### src/hw/rtl/pdht_ram.sv
// Generic single-port-write, single-read synchronous RAM, registered read.
// No dependencies.
module pdht_ram #(
    parameter int WIDTH = 8,
    parameter int DEPTH = 16,
    parameter int AW    = (DEPTH > 1) ? $clog2(DEPTH) : 1
) (
    input  logic             i_clk,
    input  logic             i_we,
    input  logic [AW-1:0]    i_waddr,
    input  logic [WIDTH-1:0] i_wdata,
    input  logic [AW-1:0]    i_raddr,
    output logic [WIDTH-1:0] o_rdata
);
    logic [WIDTH-1:0] r_mem [DEPTH];

    always_ff @(posedge i_clk) begin
        if (i_we) r_mem[i_waddr] <= i_wdata;
        o_rdata <= r_mem[i_raddr];
    end
endmodule

### config.mk
export PLATFORM = sky130hd
export DESIGN_NAME = pdht_ram
export DESIGN_NICKNAME = d
export VERILOG_FILES = /design/src/hw/rtl/pdht_ram.sv
export SDC_FILE = /design/constraint.sdc
export NUM_CORES = 1
export LEC_CHECK = 0
export BUFFER_PORTS_ARGS = -buffer_cell sky130_fd_sc_hd__buf_2
export CORE_MARGIN = 2
export CORE_UTILIZATION = 30
export DETAILED_ROUTE_END_ITERATION = 10
export PLACE_DENSITY = 0.45
export REMOVE_ABC_BUFFERS = 1
export SETUP_SLACK_MARGIN = 0.4
export SKIP_LAST_GASP = 1
export SYNTH_ARGS = -nofsm -noshare
export SYNTH_HDL_FRONTEND = slang
export SYNTH_SLANG_ARGS = --single-unit
### constraint.sdc
create_clock -name i_clk -period 4.6 [get_ports i_clk]
set_input_delay 0.46 -clock i_clk [delete_from_list [all_inputs] [get_ports i_clk]]
set_output_delay 0.46 -clock i_clk [all_outputs]
set_load 0.05 [all_outputs]
==> key figures, run 1 <==
Outcome
  – Status: completed

Timing
  – Max-slew headroom: 0.228
  – Fmax: 495 MHz
  – Clock Skews: 0.00601 ns
  – Setup TNS: 0 ns
  – RSZ-0062 raised after global routing: false
  – Pins Over Slew Limit: 0
  – WHS: 0.429 ns
  – Worst setup margin: 2.58 ns
  – Final setup fails: 0
  – Final worst path period share: 0.439
  – Final hold viol count: 0
  – Slew @ Worst Pin: 1.15 ns
  – Minimum clock period: 2.02 ns

Worst setup path
  – Sequence of cells on the critical path: buf_2 -> buf_4 -> mux4_1 -> a22oi_1 -> nand2_1
  – Worst EP arrival: 2.31 ns
  – Critical path class: in2reg
  – Slowest stage delay, CP: 0.67 ns
  – CP top delay family: buffers and inverters
  – Data required time of the worst path: 4.89 ns
  – CP max-delay cell: buf_2
  – Crit path max fanout: 25
  – CP Buf/Inv Count: 2
  – Startpoint Class: input pin
  – CP Capture Type: flip-flop

Power and ir drop
  – Comb pwr share: 0.052
  – Power Internal: 2.33 mW
  – LEAKAGE: 2.03 nW
  – Clock share of power: 0.469
  – Switching part of the total: 0.199
  – Worst VDD drop: 0.000215 V
  – Reg power frac: 0.479
  – Pwr/cell area: 475 mW/mm²
  – Net Sw Power: 580 µW

Clocking
  – Post-CTS setup buffers: 0
  – CTS tree: yes
  – CTS resizes: 0
  – Maximum clock path buffer count: 2
  – Root Driver: clkbuf_16
  – Hold_buf cts: 0
  – CTS Buf Count: 17
  – Clock-pin slew on the worst setup and hold paths: 0.05 ns
  – Clk_lat worst skew: 0.41 ns
  – CTS sink count: 136
  – Htree depth: 4

Synthesis
  – Area leader, netlist: edfxtp_1
  – Main synth FF type: edfxtp_1
  – Number of enable flip-flop cells after synthesis: 128
  – Cells after synthesis: 229
  – Yosys Warn Count: 0
  – Most frequent cell after synthesis: edfxtp_1
  – Library cells used by synthesis: 19
  – Post-synth top cells: 128 x edfxtp_1, 18 x mux4_2, 16 x a22oi_1
  – Sequential share of the synthesized area: 0.778
  – Area contributors post-synth: edfxtp_1 75%, mux4_2 7.9%, mux4_1 7.1%
  – Synthesized area per cell: 22.5 µm²
  – Register bit total from synthesis: 136
  – Share of the synthesized area in the top cell type: 0.747
  – Mapped cell area: 0.00515 mm²
  – Ys async rst share: 0

Die
  – Die area: 0.0182 mm²
  – Die height: 135 µm
  – Row Count: 47
  – Core area: 0.0167 mm²
  – I/O Pins: 26
  – Starting Density: 0.308
  – Chip width: 135 µm

Job
  – Max-cap viol count: 0

Finish
  – Fin nets: 290
  – Layout cell share with drive strength beyond 1: 0.274
  – Ant diodes: 0
  – Area grow syn2layout: 19.0%

Place
  – Post-DP HPWL: 6700 µm
  – Gp weighted congestion: 0.683
  – Pre-CTS WS: 2.10 ns
  – Port Buf Inserts: 25

Global routing
  – GR Layer Usage met1: 0.170
  – Busiest grt layer: met2
  – First-pass GRT wire length: 16600 µm
  – GR Util met3: 0.0300
  – Pin count of the biggest net entering global routing: 33
  – Total GRT Usage: 0.133
  – Number of global-route vias before repair: 2457
  – Met2 track demand over resource: 0.223
  – Initial antenna violation count: 0
  – GRT overflow: 0

Routing
  – DRT antenna net count: 0
  – DRC: 0
  – Avg WL per Cell: 22.6 µm
  – DRT iter0 DRCs: 203
  – DR vias/cell: 4.70
  – WL final: 11400 µm
  – Pre-antenna DRT Iters: 4
  – Via count: 2372

Hold path
  – Hold WC Path Type: in2reg
## cell type report
class / instances / area, µm²
sequential: 136 / 4000
tap: 220 / 275
fill: 1561 / 10600
timing repair buffer: 34 / 193
multi-input combinational: 83 / 1060
clock inverter: 12 / 156
clock buffer: 20 / 437
## through the flow
| stage | cell area, µm² | utilization | power (mW) | std cells |
|---|---|---|---|---|
| after floorplan | 5060 | - | 1.50 | 219 |
| after global placement | 5530 | 0.331 | 1.57 | 473 |
| after detailed placement | 5530 | 0.331 | 1.58 | 473 |
| after CTS | 6130 | 0.367 | 2.95 | 505 |
| after global routing | 6130 | 0.367 | 3.01 | 505 |
| final | 6130 | 0.367 | 2.91 | 505 |
## path summary, 6_finish.rpt
check | start | endpoint | slack [ns] | cells after the start
setup / recovery | i_raddr[0] | o_rdata[0] | 2.58 | 5
hold / removal | i_wdata[1] | r_mem[4][1] | 0.43 | 1
setup reg to reg | r_mem[0][7] | o_rdata[7] | 3.14 | 3
hold reg to reg | r_mem[14][4] | o_rdata[4] | 0.67 | 3
## placed cells by master (no fill, tap or decap), types with 2 or more instances in the layout
cell type    n
dfxtp_1      8
clkbuf_1     3
edfxtp_1   128
clkbuf_16   17
nand3b_1     2
a22oi_1     16
nand2_1      9
nand2b_1     2
nor3_1       3
bufinv_16    4
buf_4        9
nor2_1      13
buf_2       25
mux4_1      14
mux4_2      18
clkinv_2     2
clkinv_1     5
## power groups by stage
stage               logic (mW)  clock network [mW]  registers (mW)
global placement         0.153                   0            1.42
global route             0.165                1.45            1.40
finish                   0.152                1.37            1.39
floorplan               0.0555                   0            1.45
detailed placement       0.155                   0            1.42
CTS                      0.156                1.40            1.39
## cell families (layout without fill, tap and decap cells)
group | after synthesis | after routing | synth area share
DFF | 136 | 136 | 0.778
and+or+nand+nor | 35 | 35 | 0.0318
muxes | 32 | 32 | 0.150
AOI/OAI and AO/OA | 16 | 16 | 0.0233
buffers and inverters | 10 | 66 | 0.0168
## state kept, by name, summed over array words and instances (netlist names)
signal,flops
o_rdata,8
r_mem,128
## worst register-to-register path, delay by kind of cell, from the launching register on
family / cells / cell delay, ns
mux: 1 / 0.45
simple gates: 1 / 0.10
flops: 1 / 0.37
compound gates: 1 / 0.41
## metal layers
layer  wire length (µm)  part of all wire
met5                  0                 0
met4                118             0.010
met3                281             0.025
met2               5900              0.52
met1               5110              0.45
(Power assumes the default switching activity.)
==> run 2, diff against run 1 <==
PLACE_DENSITY = 0.46   (was 0.45)
clock period = 1.7 ns   (was 4.6 ns; I/O delays follow)
==> key figures, run 2 (same netlist as run 1, synthesis figures left out) <==
Die
  – I/O Pins: 26 (unchanged)
  – Core area: 0.0167 mm² (unchanged)
  – Die height: 135 µm (unchanged)
  – Chip width: 135 µm (unchanged)
  – Die area: 0.0182 mm² (unchanged)
  – Starting Density: 0.308 (unchanged)
  – Row Count: 47 (unchanged)

Worst setup path
  – Worst r2r src: r_mem[3][1]
  – R2r setup slk: 0.40 ns (-2.74 ns)
  – Worst EP arrival: 1.60 ns (-0.71 ns)
  – R2R Path End: o_rdata[1]
  – Data required time of the worst path: 2.00 ns (-2.89 ns)
  – Startpoint Class: flip-flop
  – Reg2Reg Depth: 3 (unchanged)
  – CP Capture Type: flip-flop
  – Crit path max fanout: 1 (-96%)
  – Critical path class: reg2reg

Global routing
  – First-pass GRT wire length: 16200 µm (-2.3%)
  – Initial antenna violation count: 0 (unchanged)
  – Pin count of the biggest net entering global routing: 22 (-33%)
  – Total GRT Usage: 0.130 (-0.00296)
  – GR Util met3: 0.0330 (+0.00300)
  – GRT overflow: 0 (unchanged)
  – GR Layer Usage met1: 0.173 (+0.00331)
  – Number of global-route vias before repair: 2471 (+0.57%)
  – Met2 track demand over resource: 0.202 (-0.0214)
  – Busiest grt layer: met2

Place
  – Placed Instances: 486 (+2.7%)
  – Post-DP HPWL: 6720 µm (+0.37%)
  – Port Buf Inserts: 25 (unchanged)
  – Gp weighted congestion: 0.684 (+0.10%)

Routing
  – DR vias/cell: 4.75 (+1.0%)
  – Via count: 2458 (+3.6%)
  – WL final: 11000 µm (-3.9%)
  – Pre-antenna DRT Iters: 4 (unchanged)
  – DRC: 0 (unchanged)
  – Avg WL per Cell: 21.2 µm (-6.3%)
  – DRT antenna net count: 0 (unchanged)
  – DRT iter0 DRCs: 187 (-7.9%)

Clocking
  – Maximum clock path buffer count: 2 (unchanged)
  – Post-CTS setup buffers: 0 (unchanged)
  – Htree depth: 4 (unchanged)
  – Root Driver: clkbuf_16
  – Hold_buf cts: 0 (unchanged)
  – Clock-pin slew on the worst setup and hold paths: 0.06 ns (about the same)
  – CTS tree: yes
  – CTS sink count: 136 (unchanged)
  – Clk_lat worst skew: 0.42 ns (about the same)
  – CTS Buf Count: 17 (unchanged)

Power and ir drop
  – Pwr/cell area: 1270 mW/mm² (+170%)
  – LEAKAGE: 2.09 nW (+2.9%)
  – Worst VDD drop: 0.000674 V (+210%)
  – Pwr Total: 7.99 mW (+170%)

Finish
  – Largest regs: r_mem (128), o_rdata (8)
  – Fin nets: 303 (+4.5%)
  – Ant diodes: 0 (unchanged)
  – Commonest non-fill, non-tap cell in the layout: edfxtp_1
  – Max reg flops: 128 (unchanged)
  – Layout cell share with drive strength beyond 1: 0.366 (+0.0921)
  – Non-filler cells, final: 518 (+2.6%)
  – Area grow syn2layout: 22.0%
  – Most frequent cells in the layout: 128 x edfxtp_1, 25 x buf_2, 24 x mux4_2, 20 x buf_4, 17 x clkbuf_16
  – Largest Register: r_mem

Timing
  – Final setup fails: 0 (unchanged)
  – Max-slew headroom: 0.274 (+0.0464)
  – RSZ-0062 raised after global routing: true
  – Final hold viol count: 0 (unchanged)
  – Minimum clock period: 1.30 ns
  – Slew @ Worst Pin: 1.09 ns (-0.0694 ns)
  – Final worst path period share: 0.767
  – Fmax: 767 MHz
  – Pins Over Slew Limit: 0 (unchanged)
  – Setup TNS: 0 ns (unchanged)
  – Clock Skews: 0.00566 ns (-0.000349 ns)

Hold path
  – WHS Endpoint: r_mem[4][6]
  – Hold WC Path Type: in2reg
  – HP Start: i_wdata[6]
  – Hold depth: 1 (unchanged)

Job
  – Max-cap viol count: 0 (unchanged)

Outcome
  – Status: completed
## run 2: changes by cell type in the layout (fill, tap and decap cells not counted), sizes merged
cell,delta
buf,+13
clkinvlp,+2
clkbuf,-1
clkinv,-1
## run 2: worst max-delay path, stage by stage, from the launching register on
cell	delay (ns)
edfxtp_1	0.36
mux4_2	0.50
a22oi_2	0.24
nand2_1	0.09
## run 2: worst max path at each step
stage | slack, ns | from | endpoint | cells after the start
after floorplan | 0.04 | i_waddr[2] | r_mem[0][0] | 2
after global placement | 0.03 | i_raddr[0] | o_rdata[5] | 5
after detailed placement | 0.06 | i_raddr[0] | o_rdata[5] | 5
after CTS | 0.39 | r_mem[3][1] | o_rdata[1] | 3
after global routing | 0.31 | r_mem[2][1] | o_rdata[1] | 3
final | 0.40 | r_mem[3][1] | o_rdata[1] | 3
## run 2: metal layers
metal,up-vias,routed length (µm)
met4,0,149
met3,9,347
met1,1318,5240
met5,-,0
li1,1080,-
met2,51,5240
## run 2: what timing repair did
| action | in CTS | in global routing |
|---|---|---|
| pin swaps | 6 | 2 |
| setup endpoints to repair | 7 | 7 |
| gates resized for setup | 11 | 3 |
## run 2: where the power goes
group          internal (mW)  switching, mW
clock                   2.44           1.32
sequential              3.75         0.0222
combinational          0.163          0.286
## run 2: cell type report
type / instances / area [µm²]
Clock inverter: 13 / 179
Tap cell: 220 / 275
Clock buffer: 19 / 433
Multi-Input combinational cell: 83 / 1070
Timing Repair Buffer: 47 / 315
Sequential cell: 136 / 4000
Fill cell: 1540 / 10400
## run 2: through the flow
step / cell area (µm²) / hold WS (ns) / util / setup WS [ns]
floorplan: 5060 / 0.269 / - / 0.0371
CTS: 6280 / 0.142 / 0.376 / 0.390
detailed placement: 5650 / 0.581 / 0.338 / 0.0574
global route: 6280 / 0.150 / 0.376 / 0.314
global placement: 5650 / 0.574 / 0.338 / 0.0287
finish: 6280 / 0.148 / 0.376 / 0.396
==> run 3, diff against run 2 <==
clock period = 1.1 ns   (was 1.7 ns; I/O delays follow)
==> key figures, run 3 (same netlist as run 1, synthesis figures left out) <==
Timing
  – RSZ-0062 raised after global routing: true
  – Minimum clock period: 1.32 ns (+0.0174 ns)
  – Clock Skews: 0.00385 ns (-0.00181 ns)
  – Final setup fails: 8 (+8)
  – Pins Over Slew Limit: 0 (unchanged)
  – Slew @ Worst Pin: 0.909 ns (-0.176 ns)
  – Worst setup margin: -0.222 ns (-0.617 ns)
  – Fmax: 757 MHz (-1.3%)
  – Final worst path period share: 1.20 (+0.434)
  – Max-slew headroom: 0.392 (+0.118)
  – Final hold viol count: 0 (unchanged)

Worst setup path
  – CP Capture Type: flip-flop
  – Startpoint Class: flip-flop
  – Worst r2r src: r_mem[3][4]
  – Worst setup path end: o_rdata[4]
  – Crit. Startpoint: r_mem[3][4]
  – Worst EP arrival: 1.61 ns (about the same)
  – Data required time of the worst path: 1.38 ns (-0.62 ns)
  – R2R Path End: o_rdata[4]
  – Crit path max fanout: 1 (unchanged)
  – Critical path class: reg2reg
  – Reg2Reg Depth: 3 (unchanged)
  – R2r setup slk: -0.22 ns (-0.62 ns)

Finish
  – Ant diodes: 0 (unchanged)
  – Layout cell share with drive strength beyond 1: 0.484 (+0.119)
  – Design area: 0.00671 mm² (+6.8%)
  – Area grow syn2layout: 30.3%
  – Most frequent cells in the layout: 128 x edfxtp_1, 26 x mux4_2, 18 x buf_6, 18 x buf_4, 17 x clkbuf_16
  – Largest regs: r_mem (128), o_rdata (8)
  – Non-filler cells, final: 538 (+3.9%)
  – Commonest non-fill, non-tap cell in the layout: edfxtp_1
  – Largest Register: r_mem
  – Max reg flops: 128 (unchanged)
  – Fin nets: 323 (+6.6%)

Global routing
  – Initial antenna violation count: 0 (unchanged)
  – Pin count of the biggest net entering global routing: 23 (+4.5%)
  – Number of global-route vias before repair: 2654 (+7.4%)
  – First-pass GRT wire length: 16100 µm (-0.60%)
  – Total GRT Usage: 0.126 (-0.00368)
  – GRT overflow: 0 (unchanged)

Clocking
  – CTS Buf Count: 17 (unchanged)
  – CTS tree: yes
  – Htree depth: 4 (unchanged)
  – Clk_lat worst skew: 0.41 ns (about the same)
  – Clock-pin slew on the worst setup and hold paths: 0.05 ns (about the same)
  – Root Driver: clkbuf_16
  – CTS sink count: 136 (unchanged)
  – Maximum clock path buffer count: 2 (unchanged)
  – Hold_buf cts: 0 (unchanged)

Die
  – Core area: 0.0167 mm² (unchanged)
  – Chip width: 135 µm (unchanged)
  – Die area: 0.0182 mm² (unchanged)
  – Die height: 135 µm (unchanged)
  – I/O Pins: 26 (unchanged)
  – Starting Density: 0.308 (unchanged)
  – Row Count: 47 (unchanged)

Routing
  – DRC: 0 (unchanged)
  – WL final: 10500 µm (-4.6%)
  – DRT iter0 DRCs: 189 (+1.1%)
  – Pre-antenna DRT Iters: 6 (+2)
  – Via count: 2496 (+1.5%)
  – Avg WL per Cell: 19.5 µm (-8.1%)
  – DR vias/cell: 4.64 (-2.2%)
  – DRT antenna net count: 0 (unchanged)

Outcome
  – Status: finished with violations
  – Failing checks: negative setup slack

Place
  – Placed Instances: 504 (+3.7%)
  – Area after DPL: 0.00582 mm² (+3.1%)
  – Post-DP HPWL: 6800 µm (+1.1%)
  – Gp weighted congestion: 0.672 (-1.7%)
  – Pre-CTS WS: -0.486 ns (-0.544 ns)
  – Port Buf Inserts: 25 (unchanged)

Power and ir drop
  – Worst VDD drop: 0.00104 V (+54%)
  – LEAKAGE: 2.24 nW (+7.2%)
  – Pwr Total: 11.9 mW (+49%)
  – Pwr/cell area: 1780 mW/mm² (+40%)

Job
  – Max-cap viol count: 0 (unchanged)

Hold path
  – Hold WC Path Type: in2reg
## run 3: final cells by class
cell class	instances	area, µm²
Timing Repair Buffer	67	678
Multi-Input combinational cell	83	1200
Fill cell	1512	9990
Sequential cell	136	4010
Clock inverter	12	109
Tap cell	220	275
Clock buffer	20	437
## run 3: worst min path at each step
stage / startpoint / cells after the start / endpoint / slack [ns]
6_report: i_wdata[7] / 1 / r_mem[7][7] / 0.10
5_1_grt: i_wdata[0] / 1 / r_mem[0][0] / 0.09
4_1_cts: i_wdata[0] / 1 / r_mem[6][0] / 0.08
3_5_place_dp: i_wdata[0] / 1 / r_mem[6][0] / 0.52
3_3_place_gp: i_wdata[0] / 1 / r_mem[4][0] / 0.51
2_1_floorplan: i_wdata[0] / 0 / r_mem[0][0] / 0.21
## run 3: repair_timing
item / 4_1_cts / 5_1_grt
pin swaps: 13 / 12
gates resized for setup: 66 / 38
endpoints found under the setup margin: 120 / 144
cloned: 0 / 0
setup buffers: 1 / 1
## run 3: where the power goes
part	internal [mW]	switching, mW
clock	3.27	1.92
sequential	5.81	0.0443
combinational	0.403	0.486
## run 3: worst max-delay path, stage by stage, from the launching register on
cell and delay [ns]:
edfxtp_1 0.36, mux4_2 0.48, a22oi_2 0.27, nand2_1 0.08
## run 3: per-stage QoR
| stage | hold WS, ns | TNS (ns) | utilization |
|---|---|---|---|
| floorplan | 0.209 | -15.05 | - |
| global placement | 0.512 | -21.96 | 0.349 |
| detailed placement | 0.517 | -21.96 | 0.349 |
| CTS | 0.0755 | -1.49 | 0.394 |
| global route | 0.0879 | -1.75 | 0.402 |
| finish | 0.104 | -1.30 | 0.402 |
## run 3: routing by layer
metal	GRT usage	vias to the layer above	share of wire
met5	0	-	0
li1	-	1123	-
met3	0.0428	7	0.040
met2	0.197	44	0.48
met1	0.163	1322	0.47
met4	0.0503	0	0.0091
